$ cat config.mk
export PLATFORM = sky130hd
export DESIGN_NAME = vehicle_power_guard_mode_controller_core
export DESIGN_NICKNAME = d
export VERILOG_FILES = /design/src/design/vpgmc_pkg.sv /design/src/design/vpgmc_step.sv /design/src/design/vehicle_power_guard_mode_controller_core.sv
export SDC_FILE = /design/constraint.sdc
export NUM_CORES = 1
export LEC_CHECK = 0
export BUFFER_PORTS_ARGS = -buffer_cell sky130_fd_sc_hd__buf_2
export CAP_MARGIN = 20
export CORE_UTILIZATION = 30
export DETAILED_ROUTE_END_ITERATION = 12
export GPL_TIMING_DRIVEN = 0
export HOLD_SLACK_MARGIN = 0.05
export PLACE_DENSITY_LB_ADDON = 0.2
export SYNTH_ARGS = -nofsm -noshare
export SYNTH_HDL_FRONTEND = slang
export SYNTH_SLANG_ARGS = --single-unit
$ cat constraint.sdc
create_clock -name clk -period 6.18 [get_ports clk]
set_clock_uncertainty 0.2 [all_clocks]
set_input_delay 1.236 -clock clk [delete_from_list [all_inputs] [get_ports clk]]
set_output_delay 1.236 -clock clk [all_outputs]
set_load 0.02 [all_outputs]
$ cat src/design/vpgmc_pkg.sv
`default_nettype none
package vpgmc_pkg;

	localparam int unsigned MS_PER_S = 1000;
	localparam int unsigned LIMIT_W = 26;

	typedef enum logic [3:0] {
		MODE_ACTIVE  = 4'b0001,
		MODE_WAITING = 4'b0010,
		MODE_ON_HOLD = 4'b0100,
		MODE_GUARD   = 4'b1000
	} mode_t;

	localparam logic [1:0] MODE_CODE_ACTIVE  = 2'd0;
	localparam logic [1:0] MODE_CODE_WAITING = 2'd1;
	localparam logic [1:0] MODE_CODE_ON_HOLD = 2'd2;
	localparam logic [1:0] MODE_CODE_GUARD   = 2'd3;

	typedef enum logic [1:0] {
		CMD_TICK      = 2'd0,
		CMD_BUTTON    = 2'd1,
		CMD_HOST_PING = 2'd2,
		CMD_HOST_HOLD = 2'd3
	} cmd_t;

	localparam logic [1:0] LEVEL_PRESSED = 2'd1;
	localparam logic [1:0] LEVEL_HELD    = 2'd2;

	typedef enum logic [2:0] {
		REG_CANCEL_BUTTON  = 3'd0,
		REG_ACCEPT_BUTTON  = 3'd1,
		REG_ACTIVE_TIMEOUT = 3'd2,
		REG_WAIT_TIMEOUT   = 3'd3,
		REG_SHUTDOWN_HOLD  = 3'd4,
		REG_GPS_CHECK      = 3'd5,
		REG_FAR_LIMIT      = 3'd6
	} reg_idx_t;

	localparam logic [3:0]  RST_CANCEL_BUTTON = 4'd0;
	localparam logic [3:0]  RST_ACCEPT_BUTTON = 4'd1;
	localparam logic [15:0] RST_ACTIVE_S      = 16'd60;
	localparam logic [15:0] RST_WAITING_S     = 16'd30;
	localparam logic [15:0] RST_SHUTDOWN_MS   = 16'd3000;
	localparam logic [15:0] RST_GPS_CHECK_MS  = 16'd1000;
	localparam logic [7:0]  RST_FAR_LIMIT     = 8'd3;

	typedef struct packed {
		logic [3:0]         cancel_button;
		logic [3:0]         accept_button;
		logic [LIMIT_W-1:0] active_limit_ms;
		logic [LIMIT_W-1:0] waiting_limit_ms;
		logic [15:0]        shutdown_hold_ms;
		logic [15:0]        gps_check_ms;
		logic [7:0]         far_count_limit;
	} cfg_t;

	typedef struct packed {
		mode_t       mode;
		logic [31:0] mode_age_ms;
		logic        hold_armed;
		logic [15:0] hold_age_ms;
		logic [15:0] check_age_ms;
		logic        reference_valid;
		logic [7:0]  far_count;
	} state_t;

	typedef struct packed {
		cmd_t       command;
		logic [3:0] button_id;
		logic [1:0] button_level;
		logic       fix_valid;
		logic       fix_far;
	} item_t;

	typedef struct packed {
		logic [1:0] mode;
		logic       relay_on;
		logic       pass_button;
		logic       shutdown_pulse;
		logic       ping_reply;
		logic       capture_reference;
	} result_t;

	function automatic logic [LIMIT_W-1:0] sec_to_ms(input logic [15:0] sec);
		return LIMIT_W'(sec) * LIMIT_W'(MS_PER_S);
	endfunction

	function automatic logic [1:0] mode_code(input mode_t m);
		logic [1:0] code;
		unique case (m)
			MODE_ACTIVE:  code = MODE_CODE_ACTIVE;
			MODE_WAITING: code = MODE_CODE_WAITING;
			MODE_ON_HOLD: code = MODE_CODE_ON_HOLD;
			MODE_GUARD:   code = MODE_CODE_GUARD;
			default:      code = MODE_CODE_GUARD;
		endcase
		return code;
	endfunction

endpackage
`default_nettype wire

$ cat src/design/vpgmc_step.sv
`default_nettype none
module vpgmc_step
	import vpgmc_pkg::*;
(
	input  wire cfg_t    cfg,
	input  wire state_t  cur,
	input  wire item_t   item,
	output state_t       nxt,
	output result_t      res
);

	always_comb begin
		logic [31:0] age_inc;
		logic [15:0] check_inc;
		logic [15:0] hold_inc;
		logic [7:0]  fc;
		logic        is_cancel;
		logic        is_accept;
		logic        pressed;
		logic        leave;
		mode_t       target;
		logic        change;
		logic        pass;
		logic        pulse;
		logic        ping;
		logic        capture;

		nxt       = cur;
		age_inc   = (cur.mode_age_ms != 32'hFFFF_FFFF) ? cur.mode_age_ms + 32'd1 : cur.mode_age_ms;
		check_inc = (cur.check_age_ms != 16'hFFFF) ? cur.check_age_ms + 16'd1 : cur.check_age_ms;
		hold_inc  = (cur.hold_age_ms != 16'hFFFF) ? cur.hold_age_ms + 16'd1 : cur.hold_age_ms;
		fc        = cur.far_count;
		is_cancel = item.button_id == cfg.cancel_button;
		is_accept = item.button_id == cfg.accept_button;
		pressed   = item.button_level == LEVEL_PRESSED;
		leave     = 1'b0;
		target    = cur.mode;
		change    = 1'b0;
		pass      = 1'b0;
		pulse     = 1'b0;
		ping      = 1'b0;
		capture   = 1'b0;

		unique case (item.command)
			CMD_TICK: begin
				nxt.mode_age_ms  = age_inc;
				nxt.check_age_ms = check_inc;
				if (cur.hold_armed) begin
					nxt.hold_age_ms = hold_inc;
				end
				if (cur.mode == MODE_ACTIVE) begin
					if (age_inc > 32'(cfg.active_limit_ms)) begin
						target = MODE_WAITING;
						change = 1'b1;
					end
				end else if (cur.mode == MODE_WAITING) begin
					if (age_inc > 32'(cfg.waiting_limit_ms)) begin
						target = MODE_GUARD;
						change = 1'b1;
					end
				end else if (cur.mode == MODE_GUARD) begin
					if (check_inc > cfg.gps_check_ms) begin
						nxt.check_age_ms = '0;
						if (item.fix_valid) begin
							if (cur.reference_valid) begin
								if (item.fix_far) begin
									fc = (cur.far_count != 8'hFF) ? cur.far_count + 8'd1 :
										cur.far_count;
								end else begin
									fc = '0;
								end
								nxt.far_count = fc;
								leave = fc >= cfg.far_count_limit;
							end else begin
								nxt.reference_valid = 1'b1;
								nxt.far_count       = '0;
								capture             = 1'b1;
							end
						end
					end
					if (leave) begin
						target = MODE_WAITING;
						change = 1'b1;
					end
				end
			end
			CMD_BUTTON: begin
				if (is_cancel && item.button_level == LEVEL_HELD && cur.mode == MODE_ACTIVE) begin
					if (!cur.hold_armed) begin
						nxt.hold_armed  = 1'b1;
						nxt.hold_age_ms = '0;
					end else if (cur.hold_age_ms > cfg.shutdown_hold_ms) begin
						nxt.hold_armed  = 1'b0;
						nxt.hold_age_ms = '0;
						pulse           = 1'b1;
					end
				end else begin
					nxt.hold_armed  = 1'b0;
					nxt.hold_age_ms = '0;
				end
				unique case (cur.mode)
					MODE_WAITING: begin
						if (is_cancel && pressed) begin
							target = MODE_GUARD;
							change = 1'b1;
						end else if (is_accept && pressed) begin
							target = MODE_ON_HOLD;
							change = 1'b1;
						end
					end
					MODE_ON_HOLD: begin
						if (is_cancel && pressed) begin
							target = MODE_GUARD;
							change = 1'b1;
						end
					end
					MODE_GUARD: begin
						if (is_accept && pressed) begin
							target = MODE_WAITING;
							change = 1'b1;
						end
					end
					default: pass = 1'b1;
				endcase
			end
			CMD_HOST_PING: begin
				target = MODE_ACTIVE;
				change = 1'b1;
				ping   = 1'b1;
			end
			CMD_HOST_HOLD: begin
				target = MODE_ON_HOLD;
				change = 1'b1;
			end
			default: ;
		endcase

		if (change) begin
			nxt.mode        = target;
			nxt.mode_age_ms = '0;
			if (target == MODE_GUARD) begin
				nxt.reference_valid = 1'b0;
			end
		end

		res.mode              = mode_code(nxt.mode);
		res.relay_on          = nxt.mode != MODE_GUARD;
		res.pass_button       = pass;
		res.shutdown_pulse    = pulse;
		res.ping_reply        = ping;
		res.capture_reference = capture;
	end

endmodule
`default_nettype wire

$ cat src/design/vehicle_power_guard_mode_controller_core.sv
// The accepted item is registered in the input stage, its result in the output stage.
// One item per cycle unless the output stalls; mode and timer state update in a single pass.
// A stalled result holds one more transaction in the input register, then tready drops.
// Reset (arst_n low, asynchronous): guard mode, all timers and counters zero,
// no reference, registers at their default values, both stages empty.
`default_nettype none
module vehicle_power_guard_mode_controller_core
	import vpgmc_pkg::*;
(
	input  wire        clk,
	input  wire        arst_n,
	input  wire        cfg_we,
	input  wire [2:0]  cfg_index,
	input  wire [15:0] cfg_data,
	input  wire        s_axis_tvalid,
	output logic       s_axis_tready,
	input  wire [7:0]  s_axis_tdata,   // button_id[3:0], button_level[5:4], fix_valid[6], fix_far[7]
	input  wire [1:0]  s_axis_tuser,   // command[1:0]
	output logic       m_axis_tvalid,
	input  wire        m_axis_tready,
	output logic [7:0] m_axis_tdata    // mode[1:0], relay_on, pass_button, shutdown_pulse,
	                                   // ping_reply, capture_reference, zero pad
);

	cfg_t    cfg_q;
	state_t  state_q;
	state_t  state_nxt;
	item_t   item_s1;
	logic    valid_s1;
	result_t res_nxt;
	result_t res_s2;
	logic    advance;

	always_ff @(posedge clk or negedge arst_n) begin
		if (!arst_n) begin
			cfg_q.cancel_button    <= RST_CANCEL_BUTTON;
			cfg_q.accept_button    <= RST_ACCEPT_BUTTON;
			cfg_q.active_limit_ms  <= sec_to_ms(RST_ACTIVE_S);
			cfg_q.waiting_limit_ms <= sec_to_ms(RST_WAITING_S);
			cfg_q.shutdown_hold_ms <= RST_SHUTDOWN_MS;
			cfg_q.gps_check_ms     <= RST_GPS_CHECK_MS;
			cfg_q.far_count_limit  <= RST_FAR_LIMIT;
		end else if (cfg_we) begin
			unique case (reg_idx_t'(cfg_index))
				REG_CANCEL_BUTTON:  cfg_q.cancel_button    <= cfg_data[3:0];
				REG_ACCEPT_BUTTON:  cfg_q.accept_button    <= cfg_data[3:0];
				REG_ACTIVE_TIMEOUT: cfg_q.active_limit_ms  <= sec_to_ms(cfg_data);
				REG_WAIT_TIMEOUT:   cfg_q.waiting_limit_ms <= sec_to_ms(cfg_data);
				REG_SHUTDOWN_HOLD:  cfg_q.shutdown_hold_ms <= cfg_data;
				REG_GPS_CHECK:      cfg_q.gps_check_ms     <= cfg_data;
				REG_FAR_LIMIT:      cfg_q.far_count_limit  <= cfg_data[7:0];
				default: ;
			endcase
		end
	end

	assign advance       = valid_s1 && (!m_axis_tvalid || m_axis_tready);
	assign s_axis_tready = !valid_s1 || advance;

	always_ff @(posedge clk or negedge arst_n) begin
		if (!arst_n) begin
			valid_s1 <= 1'b0;
		end else if (s_axis_tready) begin
			valid_s1 <= s_axis_tvalid;
		end
	end

	always_ff @(posedge clk) begin
		if (s_axis_tvalid && s_axis_tready) begin
			item_s1.command      <= cmd_t'(s_axis_tuser);
			item_s1.button_id    <= s_axis_tdata[3:0];
			item_s1.button_level <= s_axis_tdata[5:4];
			item_s1.fix_valid    <= s_axis_tdata[6];
			item_s1.fix_far      <= s_axis_tdata[7];
		end
	end

	vpgmc_step u_step (
		.cfg  (cfg_q),
		.cur  (state_q),
		.item (item_s1),
		.nxt  (state_nxt),
		.res  (res_nxt)
	);

	always_ff @(posedge clk or negedge arst_n) begin
		if (!arst_n) begin
			state_q.mode            <= MODE_GUARD;
			state_q.mode_age_ms     <= '0;
			state_q.hold_armed      <= 1'b0;
			state_q.hold_age_ms     <= '0;
			state_q.check_age_ms    <= '0;
			state_q.reference_valid <= 1'b0;
			state_q.far_count       <= '0;
		end else if (advance) begin
			state_q <= state_nxt;
		end
	end

	always_ff @(posedge clk or negedge arst_n) begin
		if (!arst_n) begin
			m_axis_tvalid <= 1'b0;
		end else if (!m_axis_tvalid || m_axis_tready) begin
			m_axis_tvalid <= valid_s1;
		end
	end

	always_ff @(posedge clk) begin
		if (advance) begin
			res_s2 <= res_nxt;
		end
	end

	assign m_axis_tdata = {1'b0, res_s2.capture_reference, res_s2.ping_reply,
		res_s2.shutdown_pulse, res_s2.pass_button, res_s2.relay_on, res_s2.mode};

endmodule
`default_nettype wire

==> results.txt <==
Min Tclk post-route: 5.779 ns
Worst Reg-to-Reg Cells: 21
Hold_buf cts: 0
TritonCTS buffer count: 17
DR vias: 10,372
CP startpoint kind: register
Gate Count Post-Synth: 1,428
First-pass GRT wire length: 57.59 mm
Gpl congestion: 0.8327
Final setup fails: 0
Layout cells sized above 1: 11.72%
HP Class: reg -> reg
Peak VDD IR: 0.2121 mV
Number of antenna violations at the first check in global routing: 0
Top_reg_cell synth: dfrtp_1
Synth area leader: dfrtp_1
Leading post-synthesis cells by cell area: dfrtp_1, ha_1, fa_1
Die area: 0.04658 sq mm
Number of H-tree levels: 4
Final worst-path cycle share: 93.51%
Final Core Density: 34.31%
Slew @ Worst Pin: 0.9451 ns
Clock sink count: 191
F_max: 0.1730 GHz
Synthesized area: 0.01372 sq mm
Seq cells post-synth: 191
Lkg Pwr: 6.883 nW
Max-cap violations: 0
Register area: 0.004903 sq mm
Area grow syn2layout: 11.83%
Fin. Hold Viols: 0
Core region area: 0.04470 sq mm
Status: complete, no violations
Number of fill cells: 4,679
Clock Pin Slew Worst Setup and Hold Paths: 0.08 ns
Crit Path Max Fanout: 10
Root buffer cell: clkbuf_16
Vias per cell: 4.953
Largest stage delay, worst path: 0.50 ns
Clock Latency Late Sink: 0.47 ns
EDFF count, synth: 17
Worst EP required: 6.36 ns
Worst-path cell chain: nand4_1, nor4_4, nand3_2, and4_1, and4_1, nand3_1, inv_1, and3_1, xor2_1, ha_1, a2111oi_0, o21ai_0, a311o_1, o21ai_0, a41o_1, a21oi_2, nor3_2, buf_4, buf_6, nand2_1, a31oi_1
Post-DP HPWL: 26.37 mm
Die Span Y: 215.8 um
Endpoint class of the critical path: register
Slew headroom: 36.76%
Asr flop ratio synth: 91.10%
Residual DRC: 0
Total GRT Usage: 15.75%
Largest net degree at the start of global routing: 113
Ports: 44
WL/cell: 16.68 um
Mapped Avg Cell Area: 9.606 sq um
Total grt overflow: 0
Flop2flop setup slack: 0.40 ns
FF-to-FF End: state_q[60]$_DFFE_PN0P_
Slew Viols, Final: 0
Most common cell in the netlist: nand2_1
Synth unique cells: 73
Top cells by count, synth: nand2_1, dfrtp_1, ha_1
Ant diodes: 0
Antenna viol nets, final: 0
Seq/Total Area, Yosys: 35.75%
Final WL: 34.93 mm
# port buffers: 42
Worst EP arrival: 5.96 ns
Initial drt markers: 681
Crit Path Class: reg -> reg
Worst Hold Depth: 2
Yosys warns: 0
Die width: 215.8 um
Pre-antenna DRT Iters: 5
Multi-input combinational cell area: 0.008207 sq mm
RR Startpoint: state_q[51]$_DFFE_PN0P_
Share of the synthesized area in the top cell type: 26.09%
TritonCTS clock tree: built
Slowest cell on crit path: nor4_4
Hold EP: cfg_q[75]$_DFFE_PN1P_
Hold Crit Start: cfg_q[75]$_DFFE_PN1P_
Initial core utilization: 30.68%
Clock Tree Buf Depth: 2
# rows: 77
Pwr per Cell Area: 318.4 mW/mm^2
Dpl cell area: 0.01471 sq mm
Design area: 0.01534 sq mm
Layout Nets: 1,720
Vias in the first global route: 10,461
Mapped Nets: 1,659
-- worst max path at each step --
stage	start	end	slack (ns)	depth (start not counted)
global placement	state_q[12]$_DFFE_PN0P_	state_q[76]$_DFFE_PN0P_	-0.37	22
finish	state_q[51]$_DFFE_PN0P_	state_q[60]$_DFFE_PN0P_	0.40	21
CTS	state_q[12]$_DFFE_PN0P_	state_q[53]$_DFFE_PN0P_	0.1	24
global route	state_q[51]$_DFFE_PN0P_	state_q[61]$_DFFE_PN0P_	-0.007	21
floorplan	cfg_data[0]	cfg_q[90]$_DFFE_PN0P_	0.81	16
detailed placement	state_q[12]$_DFFE_PN0P_	state_q[66]$_DFFE_PN0P_	-0.35	24
-- state kept, by name (all words and copies together), names as in the netlist --
register,cells
item_s1,10
state_q,78
m_axis_tvalid,1
valid_s1,1
cfg_q,94
m_axis_tdata,7
-- cell type report --
type | count | area share (%)
multi-input combinational | 1072 | 53.50
timing repair buffer | 44 | 1.664
sequential | 191 | 31.97
clock inverter | 14 | 0.9706
inverter | 122 | 2.985
tap | 592 | 4.829
buffer | 41 | 1.223
clock buffer | 18 | 2.863
-- stage by stage --
| step | setup WS [ns] | setup TNS (ns) | hold slack [ns] | instances | power (W) |
|---|---|---|---|---|---|
| finish | 0.4009 | 0 | 0.2791 | 2094 | 0.004884 |
| global route | -0.006920 | -0.01329 | 0.2957 | 2094 | 0.005309 |
| CTS | 0.09639 | 0 | 0.2826 | 2096 | 0.004943 |
| detailed placement | -0.3480 | -11.02 | 0.2705 | 2063 | 0.003768 |
| global placement | -0.3703 | -11.51 | 0.2644 | 2062 | 0.003728 |
| floorplan | 0.8063 | 0 | 0.2498 | 1428 | 0.003176 |
-- placed cells by master (no fill, tap or decap), types with 17 or more instances in the layout --
cell type | synthesis | routed
xor2_1 | 28 | 28
nor2_1 | 72 | 72
a21o_1 | 17 | 17
edfxtp_1 | 17 | 17
a31oi_1 | 30 | 30
dfrtp_1 | 143 | 143
a21oi_1 | 64 | 63
clkbuf_1 | 34 | 32
nand2_1 | 152 | 152
fa_1 | 54 | 54
mux2_2 | 43 | 43
clkbuf_16 | 0 | 17
nor3_1 | 28 | 28
dfstp_2 | 31 | 31
o21ai_0 | 112 | 112
nand4_1 | 27 | 27
nand3_1 | 54 | 53
inv_1 | 122 | 122
ha_1 | 143 | 143
xnor2_1 | 50 | 50
buf_2 | 3 | 44
-- kinds of logic (layout without fill, tap and decap cells) --
kind of cell,Yosys count,in the layout,share of synthesized area [%]
simple gates,437,437,15.59
compound gates,310,310,14.00
buf+inv,165,239,4.761
flops,191,191,35.75
mux,49,49,3.968
fa+ha+maj,197,197,20.92
xor+xnor,78,78,4.980
other cells,1,1,0.02734
-- layer usage --
layer	part of all wire, %	track usage, %
met1	52	23.19
met2	44	23.74
met3	3.1	3.171
met4	0.86	3.026
met5	0	0
-- power by group --
group	switching [W]	internal [W]
Combinational	0.00121	0.000854
Clock	0.000564	0.000580
Sequential	0.000135	0.00154
Total	0.00191	0.00297
-- critical path: cells and delay by family (launching register included) --
kind,cells,cell delay [ns]
compound gates,7,1.78
xor+xnor,1,0.18
fa+ha+maj,1,0.20
buf+inv,3,0.50
flops,1,0.45
simple gates,9,2.39
-- timing repair --
action | in CTS | in global routing
buffers inserted | 1 | 0
cloned | 0 | 0
gates resized for setup | 2 | 6
endpoints found under the setup margin | 38 | 56
endpoints found under the hold margin | 0 | 0
pin swaps | 1 | 0
Power figures use the tool's default switching activity.
